`src/rtl/pid_with_deadband_core_defines.svh`:
```
// ----------------------------------------------------------------------------
// pid_with_deadband_core_defines
// Assertion macros shared by the PID core; empty under synthesis.
// ----------------------------------------------------------------------------
`ifndef PID_WITH_DEADBAND_CORE_DEFINES_SVH
`define PID_WITH_DEADBAND_CORE_DEFINES_SVH

`ifndef SYNTHESIS
// same-cycle implication, checked out of reset
`define PIDD_ASSERT_IMP(label, ante, cons, msg) \
    label: assert property (@(posedge i_clk) disable iff (!i_rst_n) \
        (ante) |-> (cons)) else $error(msg);
// next-cycle implication, checked out of reset
`define PIDD_ASSERT_NXT(label, ante, cons, msg) \
    label: assert property (@(posedge i_clk) disable iff (!i_rst_n) \
        (ante) |=> (cons)) else $error(msg);
`else
`define PIDD_ASSERT_IMP(label, ante, cons, msg)
`define PIDD_ASSERT_NXT(label, ante, cons, msg)
`endif

`endif

```
`src/rtl/pidd_pkg.sv`:
```
// ----------------------------------------------------------------------------
// pidd_pkg
// Shared types and constants of the deadband PID core.
// ----------------------------------------------------------------------------
package pidd_pkg;

    localparam int CFG_DATA_W = 32;
    localparam int CFG_IDX_W  = 3;
    localparam int DRIVE_W    = 32;
    localparam int SUM_W      = 32;
    localparam int DBAND_W    = 16;

    localparam logic signed [DRIVE_W-1:0] DRIVE_MAX_RST = 32'sh7FFF_FFFF;
    localparam logic signed [DRIVE_W-1:0] DRIVE_MIN_RST = 32'sh8000_0000;
    localparam logic signed [SUM_W-1:0]   SUM_MAX       = 32'sh7FFF_FFFF;
    localparam logic signed [SUM_W-1:0]   SUM_MIN       = 32'sh8000_0000;

    typedef enum logic [CFG_IDX_W-1:0] {
        CFG_GAIN_P   = 3'd0,
        CFG_GAIN_I   = 3'd1,
        CFG_GAIN_D   = 3'd2,
        CFG_DEADBAND = 3'd3,
        CFG_DRV_MAX  = 3'd4,
        CFG_DRV_MIN  = 3'd5,
        CFG_FALLBACK = 3'd6
    } t_cfg_index;

    typedef enum logic [2:0] {
        ST_INVALID   = 3'd0,
        ST_PRIMED    = 3'd1,
        ST_UPDATED   = 3'd2,
        ST_HELD      = 3'd3,
        ST_RESTARTED = 3'd4
    } t_step_status;

    // per-step control result from the datapath
    typedef struct packed {
        logic         last_known;
        t_step_status status;
    } t_step_ctl;

endpackage

```
`src/rtl/pid_with_deadband_core.sv`:
```
// ----------------------------------------------------------------------------
// pid_with_deadband_core
// Discrete PID controller with deadband, output clamp and fallback drive.
// ----------------------------------------------------------------------------
// Each accepted item is one sample (restart, measured + valid flag, target)
// and yields exactly one result (drive value, step status). The block takes
// one item per clock while the result output is not stalled. A taken item
// waits in the input register until the result register is free; its result
// is then loaded into the result register and offered at the output. The
// one-item-per-clock rate is set by the PID stage (three multiplies, a
// full-width sum and the clamp), which is combinational since each step
// needs the error sum and last error that the previous step leaves. A
// stalled result holds the input register, and the input stalls only
// while both registers are full and the result output is stalled. The
// error is target - measured. Restart clears
// the error sum and forgets the last error; an invalid sample forgets the
// last error and outputs the fallback drive; an error whose magnitude is
// below the deadband holds everything; the first valid error outside the
// band only primes the loop and outputs the fallback. Otherwise the drive is
// P*e + I*(old sum) + D*(e - last e), clamped to [drive_min, drive_max]
// before it is cut to 32 bits, and the sum adds e with 32-bit saturation.
// Write configuration only while no items are in flight; the port is always
// ready, and an index past the fallback register is ignored.
// ----------------------------------------------------------------------------
`include "pid_with_deadband_core_defines.svh"

module pid_with_deadband_core #(
    parameter int SAMPLE_WIDTH = 16,
    parameter int GAIN_WIDTH   = 16
) (
    input  logic                                i_clk,
    input  logic                                i_rst_n,
    // sample input
    input  logic                                i_in_valid,
    output logic                                o_in_stall,
    input  logic                                i_restart,
    input  logic [SAMPLE_WIDTH-1:0]             i_measured,
    input  logic                                i_measured_valid,
    input  logic [SAMPLE_WIDTH-1:0]             i_target,
    // result output
    output logic                                o_out_valid,
    input  logic                                i_out_stall,
    output logic signed [pidd_pkg::DRIVE_W-1:0] o_drive_value,
    output logic [2:0]                          o_step_status,
    // configuration writes
    input  logic                                i_cfg_valid,
    output logic                                o_cfg_ready,
    input  logic [pidd_pkg::CFG_IDX_W-1:0]      i_cfg_index,
    input  logic [pidd_pkg::CFG_DATA_W-1:0]     i_cfg_data
);

    // configuration
    logic signed [GAIN_WIDTH-1:0]        gain_p, gain_i, gain_d;
    logic [pidd_pkg::DBAND_W-1:0]        deadband;
    logic signed [pidd_pkg::DRIVE_W-1:0] drive_max, drive_min, fallback;

    // input register
    logic                      r_s1_valid;
    logic                      r_s1_restart;
    logic [SAMPLE_WIDTH-1:0]   r_s1_measured;
    logic                      r_s1_meas_valid;
    logic [SAMPLE_WIDTH-1:0]   r_s1_target;

    // result register and loop state; the drive register is the output
    logic                                r_out_valid;
    pidd_pkg::t_step_status              r_status;
    logic signed [pidd_pkg::SUM_W-1:0]   r_error_sum;
    logic signed [SAMPLE_WIDTH:0]        r_last_error;
    logic                                r_last_known;
    logic signed [pidd_pkg::DRIVE_W-1:0] r_drive;

    logic signed [pidd_pkg::SUM_W-1:0]   n_error_sum;
    logic signed [SAMPLE_WIDTH:0]        n_last_error;
    logic signed [pidd_pkg::DRIVE_W-1:0] n_drive;
    pidd_pkg::t_step_ctl                 step_ctl;

    logic out_free;   // result register can load this cycle
    logic s1_fire;    // input register item leaves as its result is loaded
    logic in_fire;

    assign o_cfg_ready = 1'b1;

    pidd_cfg #(
        .GAIN_WIDTH (GAIN_WIDTH)
    ) u_cfg (
        .i_clk       (i_clk),
        .i_rst_n     (i_rst_n),
        .i_wr_en     (i_cfg_valid && o_cfg_ready),
        .i_index     (i_cfg_index),
        .i_data      (i_cfg_data),
        .o_gain_p    (gain_p),
        .o_gain_i    (gain_i),
        .o_gain_d    (gain_d),
        .o_deadband  (deadband),
        .o_drive_max (drive_max),
        .o_drive_min (drive_min),
        .o_fallback  (fallback)
    );

    // two-stage valid/stall pipeline, one item per cycle when unstalled
    assign out_free   = !r_out_valid || !i_out_stall;
    assign s1_fire    = r_s1_valid && out_free;
    assign o_in_stall = r_s1_valid && !out_free;
    assign in_fire    = i_in_valid && !o_in_stall;

    always_ff @(posedge i_clk) begin
        if (!i_rst_n) begin
            r_s1_valid <= 1'b0;
        end else if (in_fire) begin
            r_s1_valid <= 1'b1;
        end else if (s1_fire) begin
            r_s1_valid <= 1'b0;
        end
    end

    always_ff @(posedge i_clk) begin
        if (in_fire) begin
            r_s1_restart    <= i_restart;
            r_s1_measured   <= i_measured;
            r_s1_meas_valid <= i_measured_valid;
            r_s1_target     <= i_target;
        end
    end

    pidd_calc #(
        .SAMPLE_WIDTH (SAMPLE_WIDTH),
        .GAIN_WIDTH   (GAIN_WIDTH)
    ) u_calc (
        .i_restart        (r_s1_restart),
        .i_measured       (r_s1_measured),
        .i_measured_valid (r_s1_meas_valid),
        .i_target         (r_s1_target),
        .i_gain_p         (gain_p),
        .i_gain_i         (gain_i),
        .i_gain_d         (gain_d),
        .i_deadband       (deadband),
        .i_drive_max      (drive_max),
        .i_drive_min      (drive_min),
        .i_fallback       (fallback),
        .i_error_sum      (r_error_sum),
        .i_last_error     (r_last_error),
        .i_last_known     (r_last_known),
        .i_drive          (r_drive),
        .o_error_sum      (n_error_sum),
        .o_last_error     (n_last_error),
        .o_drive          (n_drive),
        .o_ctl            (step_ctl)
    );

    // loop state commits together with the result it produced
    always_ff @(posedge i_clk) begin
        if (!i_rst_n) begin
            r_out_valid  <= 1'b0;
            r_error_sum  <= '0;
            r_last_error <= '0;
            r_last_known <= 1'b0;
            r_drive      <= '0;
        end else begin
            if (out_free) begin
                r_out_valid <= r_s1_valid;
            end
            if (s1_fire) begin
                r_error_sum  <= n_error_sum;
                r_last_error <= n_last_error;
                r_last_known <= step_ctl.last_known;
                r_drive      <= n_drive;
            end
        end
    end

    always_ff @(posedge i_clk) begin
        if (s1_fire) begin
            r_status <= step_ctl.status;
        end
    end

    assign o_out_valid   = r_out_valid;
    assign o_drive_value = r_drive;
    assign o_step_status = r_status;

    // restart result: sum cleared and last error forgotten
    `PIDD_ASSERT_IMP(a_restart_clears, r_out_valid && r_status == pidd_pkg::ST_RESTARTED, r_error_sum == '0 && !r_last_known, "restart did not clear loop state")
    // last-error flag tracks the status of the newest result
    `PIDD_ASSERT_IMP(a_known_flag, r_out_valid && (r_status == pidd_pkg::ST_PRIMED || r_status == pidd_pkg::ST_UPDATED), r_last_known, "last error not marked known")
    // an updated drive lies within ordered limits
    `PIDD_ASSERT_IMP(a_clamp_range, r_out_valid && r_status == pidd_pkg::ST_UPDATED && drive_min <= drive_max, r_drive <= drive_max && r_drive >= drive_min, "drive outside clamp limits")
    // an invalid sample leads to the fallback drive
    `PIDD_ASSERT_NXT(a_invalid_fallback, s1_fire && !r_s1_restart && !r_s1_meas_valid, r_drive == $past(fallback) && !r_last_known, "invalid sample did not select fallback")

endmodule

```
`src/rtl/pidd_cfg.sv`:
```
// ----------------------------------------------------------------------------
// pidd_cfg
// Configuration register file: gains, deadband, clamp limits, fallback.
// ----------------------------------------------------------------------------
module pidd_cfg #(
    parameter int GAIN_WIDTH = 16
) (
    input  logic                                   i_clk,
    input  logic                                   i_rst_n,
    input  logic                                   i_wr_en,
    input  logic [pidd_pkg::CFG_IDX_W-1:0]         i_index,
    input  logic [pidd_pkg::CFG_DATA_W-1:0]        i_data,
    output logic signed [GAIN_WIDTH-1:0]           o_gain_p,
    output logic signed [GAIN_WIDTH-1:0]           o_gain_i,
    output logic signed [GAIN_WIDTH-1:0]           o_gain_d,
    output logic [pidd_pkg::DBAND_W-1:0]           o_deadband,
    output logic signed [pidd_pkg::DRIVE_W-1:0]    o_drive_max,
    output logic signed [pidd_pkg::DRIVE_W-1:0]    o_drive_min,
    output logic signed [pidd_pkg::DRIVE_W-1:0]    o_fallback
);

    logic signed [GAIN_WIDTH-1:0]        r_gain_p, r_gain_i, r_gain_d;
    logic [pidd_pkg::DBAND_W-1:0]        r_deadband;
    logic signed [pidd_pkg::DRIVE_W-1:0] r_drive_max, r_drive_min, r_fallback;

    always_ff @(posedge i_clk) begin
        if (!i_rst_n) begin
            r_gain_p    <= '0;
            r_gain_i    <= '0;
            r_gain_d    <= '0;
            r_deadband  <= '0;
            r_drive_max <= pidd_pkg::DRIVE_MAX_RST;
            r_drive_min <= pidd_pkg::DRIVE_MIN_RST;
            r_fallback  <= '0;
        end else if (i_wr_en) begin
            unique case (pidd_pkg::t_cfg_index'(i_index))
                pidd_pkg::CFG_GAIN_P:   r_gain_p    <= $signed(i_data[GAIN_WIDTH-1:0]);
                pidd_pkg::CFG_GAIN_I:   r_gain_i    <= $signed(i_data[GAIN_WIDTH-1:0]);
                pidd_pkg::CFG_GAIN_D:   r_gain_d    <= $signed(i_data[GAIN_WIDTH-1:0]);
                pidd_pkg::CFG_DEADBAND: r_deadband  <= i_data[pidd_pkg::DBAND_W-1:0];
                pidd_pkg::CFG_DRV_MAX:  r_drive_max <= $signed(i_data[pidd_pkg::DRIVE_W-1:0]);
                pidd_pkg::CFG_DRV_MIN:  r_drive_min <= $signed(i_data[pidd_pkg::DRIVE_W-1:0]);
                pidd_pkg::CFG_FALLBACK: r_fallback  <= $signed(i_data[pidd_pkg::DRIVE_W-1:0]);
                default: ;  // unmapped index: dropped
            endcase
        end
    end

    assign o_gain_p    = r_gain_p;
    assign o_gain_i    = r_gain_i;
    assign o_gain_d    = r_gain_d;
    assign o_deadband  = r_deadband;
    assign o_drive_max = r_drive_max;
    assign o_drive_min = r_drive_min;
    assign o_fallback  = r_fallback;

endmodule

```
`src/rtl/pidd_calc.sv`:
```
// ----------------------------------------------------------------------------
// pidd_calc
// One PID step: error, deadband test, three products, clamp, sum update.
// ----------------------------------------------------------------------------
module pidd_calc #(
    parameter int SAMPLE_WIDTH = 16,
    parameter int GAIN_WIDTH   = 16
) (
    input  logic                                 i_restart,
    input  logic [SAMPLE_WIDTH-1:0]              i_measured,
    input  logic                                 i_measured_valid,
    input  logic [SAMPLE_WIDTH-1:0]              i_target,
    input  logic signed [GAIN_WIDTH-1:0]         i_gain_p,
    input  logic signed [GAIN_WIDTH-1:0]         i_gain_i,
    input  logic signed [GAIN_WIDTH-1:0]         i_gain_d,
    input  logic [pidd_pkg::DBAND_W-1:0]         i_deadband,
    input  logic signed [pidd_pkg::DRIVE_W-1:0]  i_drive_max,
    input  logic signed [pidd_pkg::DRIVE_W-1:0]  i_drive_min,
    input  logic signed [pidd_pkg::DRIVE_W-1:0]  i_fallback,
    input  logic signed [pidd_pkg::SUM_W-1:0]    i_error_sum,
    input  logic signed [SAMPLE_WIDTH:0]         i_last_error,
    input  logic                                 i_last_known,
    input  logic signed [pidd_pkg::DRIVE_W-1:0]  i_drive,
    output logic signed [pidd_pkg::SUM_W-1:0]    o_error_sum,
    output logic signed [SAMPLE_WIDTH:0]         o_last_error,
    output logic signed [pidd_pkg::DRIVE_W-1:0]  o_drive,
    output pidd_pkg::t_step_ctl                  o_ctl
);

    localparam int EW = SAMPLE_WIDTH + 1;                    // error
    localparam int DW = SAMPLE_WIDTH + 2;                    // error delta
    localparam int MW = (EW > pidd_pkg::DBAND_W) ? EW : pidd_pkg::DBAND_W;
    localparam int XW = (DW > pidd_pkg::SUM_W) ? DW : pidd_pkg::SUM_W;
    localparam int AW = GAIN_WIDTH + XW + 2;                 // exact sum, no wrap
    localparam int PW  = GAIN_WIDTH + EW;                    // P product
    localparam int IW  = GAIN_WIDTH + pidd_pkg::SUM_W;       // I product
    localparam int DPW = GAIN_WIDTH + DW;                    // D product

    logic signed [EW-1:0]               e;
    logic [EW-1:0]                      e_mag;
    logic                               in_band;
    logic signed [DW-1:0]               de;
    logic signed [GAIN_WIDTH+EW-1:0]    prod_p;
    logic signed [GAIN_WIDTH+pidd_pkg::SUM_W-1:0] prod_i;
    logic signed [GAIN_WIDTH+DW-1:0]    prod_d;
    logic signed [AW-1:0]               acc;
    logic signed [pidd_pkg::DRIVE_W-1:0] clamped;
    logic signed [pidd_pkg::SUM_W:0]    sum_x;
    logic signed [pidd_pkg::SUM_W-1:0]  sum_sat;

    assign e       = $signed({1'b0, i_target}) - $signed({1'b0, i_measured});
    assign e_mag   = e[EW-1] ? EW'(-e) : EW'(e);
    assign in_band = MW'(e_mag) < MW'(i_deadband);
    assign de      = $signed({e[EW-1], e}) - $signed({i_last_error[EW-1], i_last_error});

    assign prod_p = PW'(i_gain_p) * PW'(e);
    assign prod_i = IW'(i_gain_i) * IW'(i_error_sum);
    assign prod_d = DPW'(i_gain_d) * DPW'(de);
    assign acc    = AW'(prod_p) + AW'(prod_i) + AW'(prod_d);

    // clamp on the full-width sum; the upper limit is checked first
    always_comb begin
        if (acc > AW'(i_drive_max)) begin
            clamped = i_drive_max;
        end else if (acc < AW'(i_drive_min)) begin
            clamped = i_drive_min;
        end else begin
            clamped = acc[pidd_pkg::DRIVE_W-1:0];
        end
    end

    assign sum_x = (pidd_pkg::SUM_W+1)'(i_error_sum) + (pidd_pkg::SUM_W+1)'(e);

    always_comb begin
        if (sum_x[pidd_pkg::SUM_W] != sum_x[pidd_pkg::SUM_W-1]) begin
            sum_sat = sum_x[pidd_pkg::SUM_W] ? pidd_pkg::SUM_MIN : pidd_pkg::SUM_MAX;
        end else begin
            sum_sat = sum_x[pidd_pkg::SUM_W-1:0];
        end
    end

    always_comb begin
        o_error_sum    = i_error_sum;
        o_last_error   = i_last_error;
        o_drive        = i_drive;
        o_ctl.last_known = i_last_known;
        o_ctl.status   = pidd_pkg::ST_HELD;
        if (i_restart) begin
            o_error_sum      = '0;
            o_last_error     = '0;
            o_ctl.last_known = 1'b0;
            o_ctl.status     = pidd_pkg::ST_RESTARTED;
        end else if (!i_measured_valid) begin
            o_ctl.last_known = 1'b0;
            o_drive          = i_fallback;
            o_ctl.status     = pidd_pkg::ST_INVALID;
        end else if (in_band) begin
            o_ctl.status     = pidd_pkg::ST_HELD;
        end else if (!i_last_known) begin
            o_last_error     = e;
            o_ctl.last_known = 1'b1;
            o_drive          = i_fallback;
            o_ctl.status     = pidd_pkg::ST_PRIMED;
        end else begin
            o_last_error     = e;
            o_error_sum      = sum_sat;
            o_drive          = clamped;
            o_ctl.status     = pidd_pkg::ST_UPDATED;
        end
    end

endmodule
```
`config.mk`:
```
export PLATFORM = sky130hd
export DESIGN_NAME = pid_with_deadband_core
export DESIGN_NICKNAME = d
export VERILOG_FILES = /design/src/rtl/pidd_pkg.sv /design/src/rtl/pid_with_deadband_core.sv /design/src/rtl/pidd_cfg.sv /design/src/rtl/pidd_calc.sv
export VERILOG_INCLUDE_DIRS = /design/src /design/src/rtl
export SDC_FILE = /design/constraint.sdc
export NUM_CORES = 2
export LEC_CHECK = 0
export BUFFER_PORTS_ARGS = -buffer_cell sky130_fd_sc_hd__buf_2
export CORE_MARGIN = 3
export CORE_UTILIZATION = 60
export DETAILED_ROUTE_END_ITERATION = 8
export PLACE_DENSITY = 0.77
export SLEW_MARGIN = 20
export SYNTH_ARGS = -nofsm -noshare
export SYNTH_HDL_FRONTEND = slang
export SYNTH_SLANG_ARGS = --single-unit
export TNS_END_PERCENT = 50
```
`constraint.sdc`:
```
create_clock -name i_clk -period 18.6 [get_ports i_clk]
set_input_delay 3.72 -clock i_clk [delete_from_list [all_inputs] [get_ports i_clk]]
set_output_delay 3.72 -clock i_clk [all_outputs]
set_load 0.01 [all_outputs]
```
# Word level (Yosys, flattened, before mapping)

Index checks and enable logic that the tools add are counted.

Add/subtract/negate cells: 6
Multiply operators: 3
Magnitude comparators: 3
Eq/ne operators: 10
Muxes and demuxes: 22
Bitwise gates (word level): 2
Reduce and logical (&&, ||, !) cells: 24

Operator list:

| cell               | number |
|---|---|
| $mux 32            | 11 |
| $mux 17            | 4 |
| $add 49x34->50     | 1 |
| $gt 50x32->1       | 1 |
| $lt 50x32->1       | 1 |
| $add 33x48->49     | 1 |
| $mul 16x32->48     | 1 |
| $mul 16x18->34     | 1 |
| $add 32x17->33     | 1 |
| $mul 16x17->33     | 1 |
| $sub 17x17->18     | 1 |
| $lt 17x16->1       | 1 |
| $neg 17->17        | 1 |
| $sub 16x16->17     | 1 |
| $reduce_and 2->1   | 8 |
| $eq 3x3->1 const B | 3 |
| $mux 4             | 2 |
| $eq 3x2->1 const B | 2 |
| $reduce_and 3->1   | 2 |
| $reduce_bool 2->1  | 3 |
| $logic_not 1->1    | 4 |
| $ne 2x2->1 const B | 2 |
| $reduce_and 4->1   | 1 |
| $eq 3x1->1 const B | 1 |
| 10 further kinds   | 15 |

Bits in registers: 281
Input bits: 74
Word-level logic and storage cells: 89

# Depth between registers and ports, before layout

Depth in word-level cells: 10
Depth in mapped cells: 65

# By module

From an unflattened synthesis, not the netlist that was laid out.

Cell total of the unflattened synthesis: 6825
Area total of the unflattened synthesis: 61235.0 sq um

Modules (own cells, without submodules):

| module                 | instances | cells an instance | area each (sq um) |
|---|---|---|---|
| pidd_calc              | 1         | 5829              | 50609.8 |
| pidd_cfg               | 1         | 594               | 6079.6 |
| pid_with_deadband_core | 1         | 402               | 4545.6 |

# Worst setup path after synthesis

OpenSTA, ideal clock, no wires.

Kind: register -> register
From: reg r_s1_target[0]
To: reg r_drive (netlist bit o_drive_value[10])
Setup time: 0.118 ns
Data arrival time: 14.799 ns
Required time: 18.482 ns
Setup slack: 3.684 ns
Stages on the path, launching flop included: 61
Cells stage by stage: edfxtp_1 > inv_1 > ha_1 > inv_1 > fa_1 > a21oi_1 > o22ai_1 > o221ai_1 > a31oi_1 > and2_1 > o21ai_0 > nor2b_1 > clkbuf_1 > clkbuf_1 > ha_1 > nand2b_1 > and2_1 > a22oi_1 > (+25 left out) > a31oi_1 > o21ai_1 > o31a_1 > o21ai_0 > nor2b_1 > xnor2_1 > ha_1 > a211oi_1 > o21ai_0 > a221o_1 > a2111o_1 > nor4_1 > nor2_1 > mux2_2 > or3_1 > buf_2 > buf_6 > o2111a_1

Word-level cells in the longest chain between the ends: 10

Ends and longest elaborated chain:

| what                                                    | RTL line                         | text |
|---|---|---|
| from (decl)                                             | pid_with_deadband_core.sv:62     | `logic [SAMPLE_WIDTH-1:0] r_s1_target;` |
| from (signal assigned)                                  | pid_with_deadband_core.sv:121    | `r_s1_target <= i_target;` |
| $sub 16x16->17 *                                        | pidd_calc.sv:51                  | `assign e = $signed({1'b0, i_target}) - $signed({1'b0, i_measured});` |
| $mul 16x17->33 / $sub 17x17->18 (equally long branches) | pidd_calc.sv:56, pidd_calc.sv:54 |  |
| $add 33x48->49 / $mul 16x18->34 (equally long branches) | pidd_calc.sv:59, pidd_calc.sv:58 |  |
| $add 49x34->50                                          | pidd_calc.sv:59                  | `assign acc = AW'(prod_p) + AW'(prod_i) + AW'(prod_d);` |
| $lt 50x32->1                                            | pidd_calc.sv:65                  | `end else if (acc < AW'(i_drive_min)) begin` |
| $mux 32                                                 | pidd_calc.sv:65                  |  |
| $mux 32                                                 | pidd_calc.sv:63                  | `if (acc > AW'(i_drive_max)) begin` |
| $mux 32                                                 | pidd_calc.sv:99                  | `end else if (!i_last_known) begin` |
| $mux 32                                                 | pidd_calc.sv:97                  | `end else if (in_band) begin` |
| $mux 32                                                 | pidd_calc.sv:93                  | `end else if (!i_measured_valid) begin` |
| to (signal assigned)                                    | pid_with_deadband_core.sv:166    | `r_drive <= n_drive;` |
| to (decl)                                               | pid_with_deadband_core.sv:70     | `logic signed [pidd_pkg::DRIVE_W-1:0] r_drive;` |

Mark *: on every way between the ends. The rest lies on a longest branch, timed or not. The select of a mux whose other input is x is not followed.
A chain may end at the register's enable or synchronous reset.

# Worst setup path after layout

From: reg r_s1_target[0]
To: reg r_drive (netlist bit o_drive_value[12])

Same word-level chain as after synthesis.

==> impl_metrics.py <==
metrics = {
    "timing": {
        "final.hold.worst_slack_ps": 460,
        "timing.final.max_slew_violations": 0,
        "setup-violations-final": 0,
        "timing.fmax_mhz": 59.9,
        "rsz_0062_raised_after_global_routing": "false",
        "max-slew-margin-rel_pct": 17.2,
        "worst-slew-pin-transition_ps": 1230,
        "tns_ps": 0,
        "post_route_clock_period_utilization_pct": 89.7,
        "timing.final.hold_violations": 0,
        "final_period_minus_worst_setup_slack_ps": 16680,
        "clock-skew-final_ps": 29.8,
    },
    "yosys": {
        "post-synth-top-area-fraction_pct": 43.8,
        "mappedNetlistNets": 8206,
        "ys_seq_elements": 281,
        "post_synth_inst_count": 6444,
        "synth_area_per_cell_um2": 9.04,
        "yosysSeqAreaShare_pct": 10.3,
        "synth_edf_count": 37,
        "synthTopCellsByArea": "sky130_fd_sc_hd__fa_1 44%, sky130_fd_sc_hd__inv_1 9.8%, sky130_fd_sc_hd__ha_1 8.9%, sky130_fd_sc_hd__dfxtp_1 8.4%, sky130_fd_sc_hd__nand2_1 6.8%",
        "synthesis.yosys.warnings": 0,
        "dominantRegCellSynth": "sky130_fd_sc_hd__dfxtp_1",
        "synthDominantAreaCellType": "sky130_fd_sc_hd__fa_1",
        "postSynth.asyncResetShare_pct": 0,
        "synthDistinctLibCells": 80,
        "synth.cell_area_um2": 58200,
    },
    "cells_and_area": {
        "most_common_cell_after_layout_fill_and_taps_aside": "sky130_fd_sc_hd__inv_1",
        "multi_input_gate_area_in_the_final_layout_um2": 45600,
        "fill_cells": 7962,
        "utilization_pct": 64.0,
        "final_layout_size_suffix_gt1_share_pct": 4.72,
        "final_cell_mix": "1517 x sky130_fd_sc_hd__inv_1, 1273 x sky130_fd_sc_hd__fa_1, 1050 x sky130_fd_sc_hd__nand2_1",
        "area_taken_by_flip_flops_and_latches_um2": 6010,
        "layout.cells.non_filler": 7666,
        "synthToLayoutAreaGrowth_pct": 5.06,
        "finalNetCount": 8136,
    },
    "cts": {
        "clock_sink_count": 281,
        "cts.path.max_buffers": 3,
        "post_cts_setup_driven_buffer_insertion_count": 0,
        "cts-buffers-inserted": 34,
        "worst_setup_hold_path_clk_slew_ps": 60,
        "cts_resized": 0,
        "clock_insertion_delay_worst_skew_ps": 580,
        "cts-root-buf": "sky130_fd_sc_hd__clkbuf_16",
        "cts_htree_levels": 2,
        "cts_hold_repair.buffers": 0,
        "cts_tree": "built",
    },
    "grt": {
        "pin_count_of_the_biggest_net_entering_global_routing": 106,
        "grt_antenna_before_repair": 1,
        "overflow": 0,
        "first_global_vias": 47200,
        "groute.usage.overall_pct": 32.6,
        "grt_first_pass_wirelength_um": 259000,
    },
    "hold_path": {
        "hold_start": "u_cfg.o_fallback[0]",
        "worstHoldEndpoint": "u_cfg.o_fallback[0]",
        "worstHoldPathType": "reg -> reg",
        "hold_depth": 2,
    },
    "worst_setup_path": {
        "cp_slowest_stage_delay_ps": 770,
        "crit_path_start": "r_s1_target[0]",
        "critPathMaxFanout": 24,
        "reg2reg_to": "o_drive_value[12]",
        "cp-end-kind": "flip-flop",
        "required_ps": 19040,
        "critical_path_arrival_ps": 17130,
        "crit-reg2reg-launch": "r_s1_target[0]",
        "criticalPathCategory": "reg -> reg",
        "worstSetupStartpointType": "flip-flop",
        "setup.reg_to_reg.worst_slack_ps": 1920,
        "reg2regPathDepth": 52,
        "critPathMostFrequentCell": "sky130_fd_sc_hd__inv_1",
        "cp_slowest_cell": "sky130_fd_sc_hd__or3_2",
    },
    "floorplan": {
        "ioPinCount": 112,
        "fp-row-count": 113,
        "die_area_um2": 101000,
        "die_h_um": 318,
        "initial_core_utilization_pct": 60.9,
        "die_boundary_width_um": 318,
        "core_area_um2": 95600,
    },
    "route": {
        "drt-total-wl_um": 160000,
        "routedWlPerCell_um": 20.9,
        "final_antenna_net_count": 0,
        "routed-via-count": 43700,
        "detailedRoute.firstIterationViolations": 3231,
        "drt_pre_antenna_iters": 6,
        "drc": 0,
        "viasPerCell": 5.70,
    },
    "pwr": {
        "design_power_total_mw": 3.62,
        "static-leakage-power_nw": 28.2,
        "cellPowerDensity_nw_per_um2": 59.1,
        "peakVddDrop_mv": 0.0960,
    },
    "job": {
        "maxCapViolations": 0,
    },
    "placed_design": {
        "finalWeightedCongestion": 0.963,
        "io_buffers": 110,
        "dp_hpwl_um": 130000,
        "placed_cells": 7603,
    },
    "outcome": {
        "result_of_the_run": "completed",
    },
}
Yosys cell counts (9+ instances only):
cell type                      n
sky130_fd_sc_hd__buf_1        12
sky130_fd_sc_hd__o31ai_1       9
sky130_fd_sc_hd__o21bai_1     13
sky130_fd_sc_hd__nor2_1      128
sky130_fd_sc_hd__inv_1      1517
sky130_fd_sc_hd__xor2_1       32
sky130_fd_sc_hd__xnor2_1      89
sky130_fd_sc_hd__o21ai_1      13
sky130_fd_sc_hd__fa_1       1273
sky130_fd_sc_hd__ha_1        415
sky130_fd_sc_hd__nor3_1       29
sky130_fd_sc_hd__o2111a_1     20
sky130_fd_sc_hd__nand2b_1     76
sky130_fd_sc_hd__nor2b_1      42
sky130_fd_sc_hd__o21ai_0      89
sky130_fd_sc_hd__dfxtp_1     244
sky130_fd_sc_hd__a31oi_1      20
sky130_fd_sc_hd__a21o_1       57
sky130_fd_sc_hd__and3_1       21
sky130_fd_sc_hd__o21a_1       28
sky130_fd_sc_hd__nand2_1    1050
sky130_fd_sc_hd__o211ai_1     69
sky130_fd_sc_hd__o2bb2ai_1    30
sky130_fd_sc_hd__edfxtp_1     37
sky130_fd_sc_hd__a21boi_0    134
sky130_fd_sc_hd__nand4_1      17
sky130_fd_sc_hd__and2_1      329
sky130_fd_sc_hd__clkbuf_1    257
sky130_fd_sc_hd__a21oi_1     143
sky130_fd_sc_hd__nand3_1      34
sky130_fd_sc_hd__a22o_1       17
sky130_fd_sc_hd__a211oi_1     19
sky130_fd_sc_hd__mux2i_1      32
sky130_fd_sc_hd__nor3b_1       9
report_power, final:
group	total (mW)	leakage, nW	internal, mW	switching (mW)
Combinational	2.25	25.3	0.790	1.46
Sequential	0.653	2.34	0.633	0.0201
Clock	0.715	0.574	0.417	0.299
how the worst max path moves through the flow:
stage | endpoint | slack (ps)
detailed placement | o_drive_value[26] | 1930
CTS | o_drive_value[26] | 1820
finish | o_drive_value[12] | 1920
global placement | o_drive_value[7] | 2250
global route | o_drive_value[12] | 1110
floorplan | o_drive_value[10] | 3680
through the flow:
| step | area, um^2 | setup WS [ps] |
|---|---|---|
| floorplan | 58200 | 3680 |
| global placement | 60000 | 2250 |
| detailed placement | 60000 | 1930 |
| CTS | 61200 | 1820 |
| global route | 61200 | 1110 |
| finish | 61200 | 1920 |
registers in the layout, summed over array words and instances, names as in the netlist, 3 cells and up:
name               cells
o_drive_value         32
r_error_sum           32
u_cfg.o_fallback      32
u_cfg.o_gain_i        16
r_last_error          17
r_s1_target           16
u_cfg.o_drive_max     32
o_step_status          3
u_cfg.o_drive_min     32
u_cfg.o_gain_d        16
r_s1_measured         16
u_cfg.o_gain_p        16
u_cfg.o_deadband      16
logic make-up (layout without fill, tap and decap cells):
family                   after synthesis  count (layout)  share of synthesized area [%]
AO/OA/AOI/OAI                        736             736                           8.81
adder cells (fa/ha/maj)             1689            1689                           52.7
flip-flops                           281             281                           10.3
multiplexers                          35              35                          0.608
other                                  1               2                        0.00644
XOR/XNOR                             123             123                           1.89
buffers and inverters               1802            1758                           11.7
AND/OR/NAND/NOR                     1777            1777                           14.0
routing by layer:
layer  vias to the layer above  global-route usage, %  wire, um
li1                      19200                      -         -
met1                     22300                   43.1     62600
met2                      1778                   52.9     75100
met3                       354                   6.56     14300
met4                         2                   13.6      8020
met5                         -                      0        12
worst max-delay path: cells and delay by family (launching register included):
| family | cells | cell delay (ps) |
|---|---|---|
| AOI/OAI and AO/OA | 15 | 4650 |
| buffers and inverters | 11 | 1340 |
| and+or+nand+nor | 9 | 2730 |
| DFF | 1 | 350 |
| adders and majority gates | 14 | 6310 |
| xor gates and xnor gates | 2 | 660 |
| muxes | 1 | 440 |
final cells by class:
type	instances	area share (%)
multi-input combinational	4361	74.6
clock inverter	17	0.399
timing repair buffer	177	1.73
inverter	1519	9.32
sequential	281	9.82
clock buffer	45	1.52
antenna	1	0.00409
tap	1265	2.59
No activity file was read; power rests on OpenSTA's default activity.
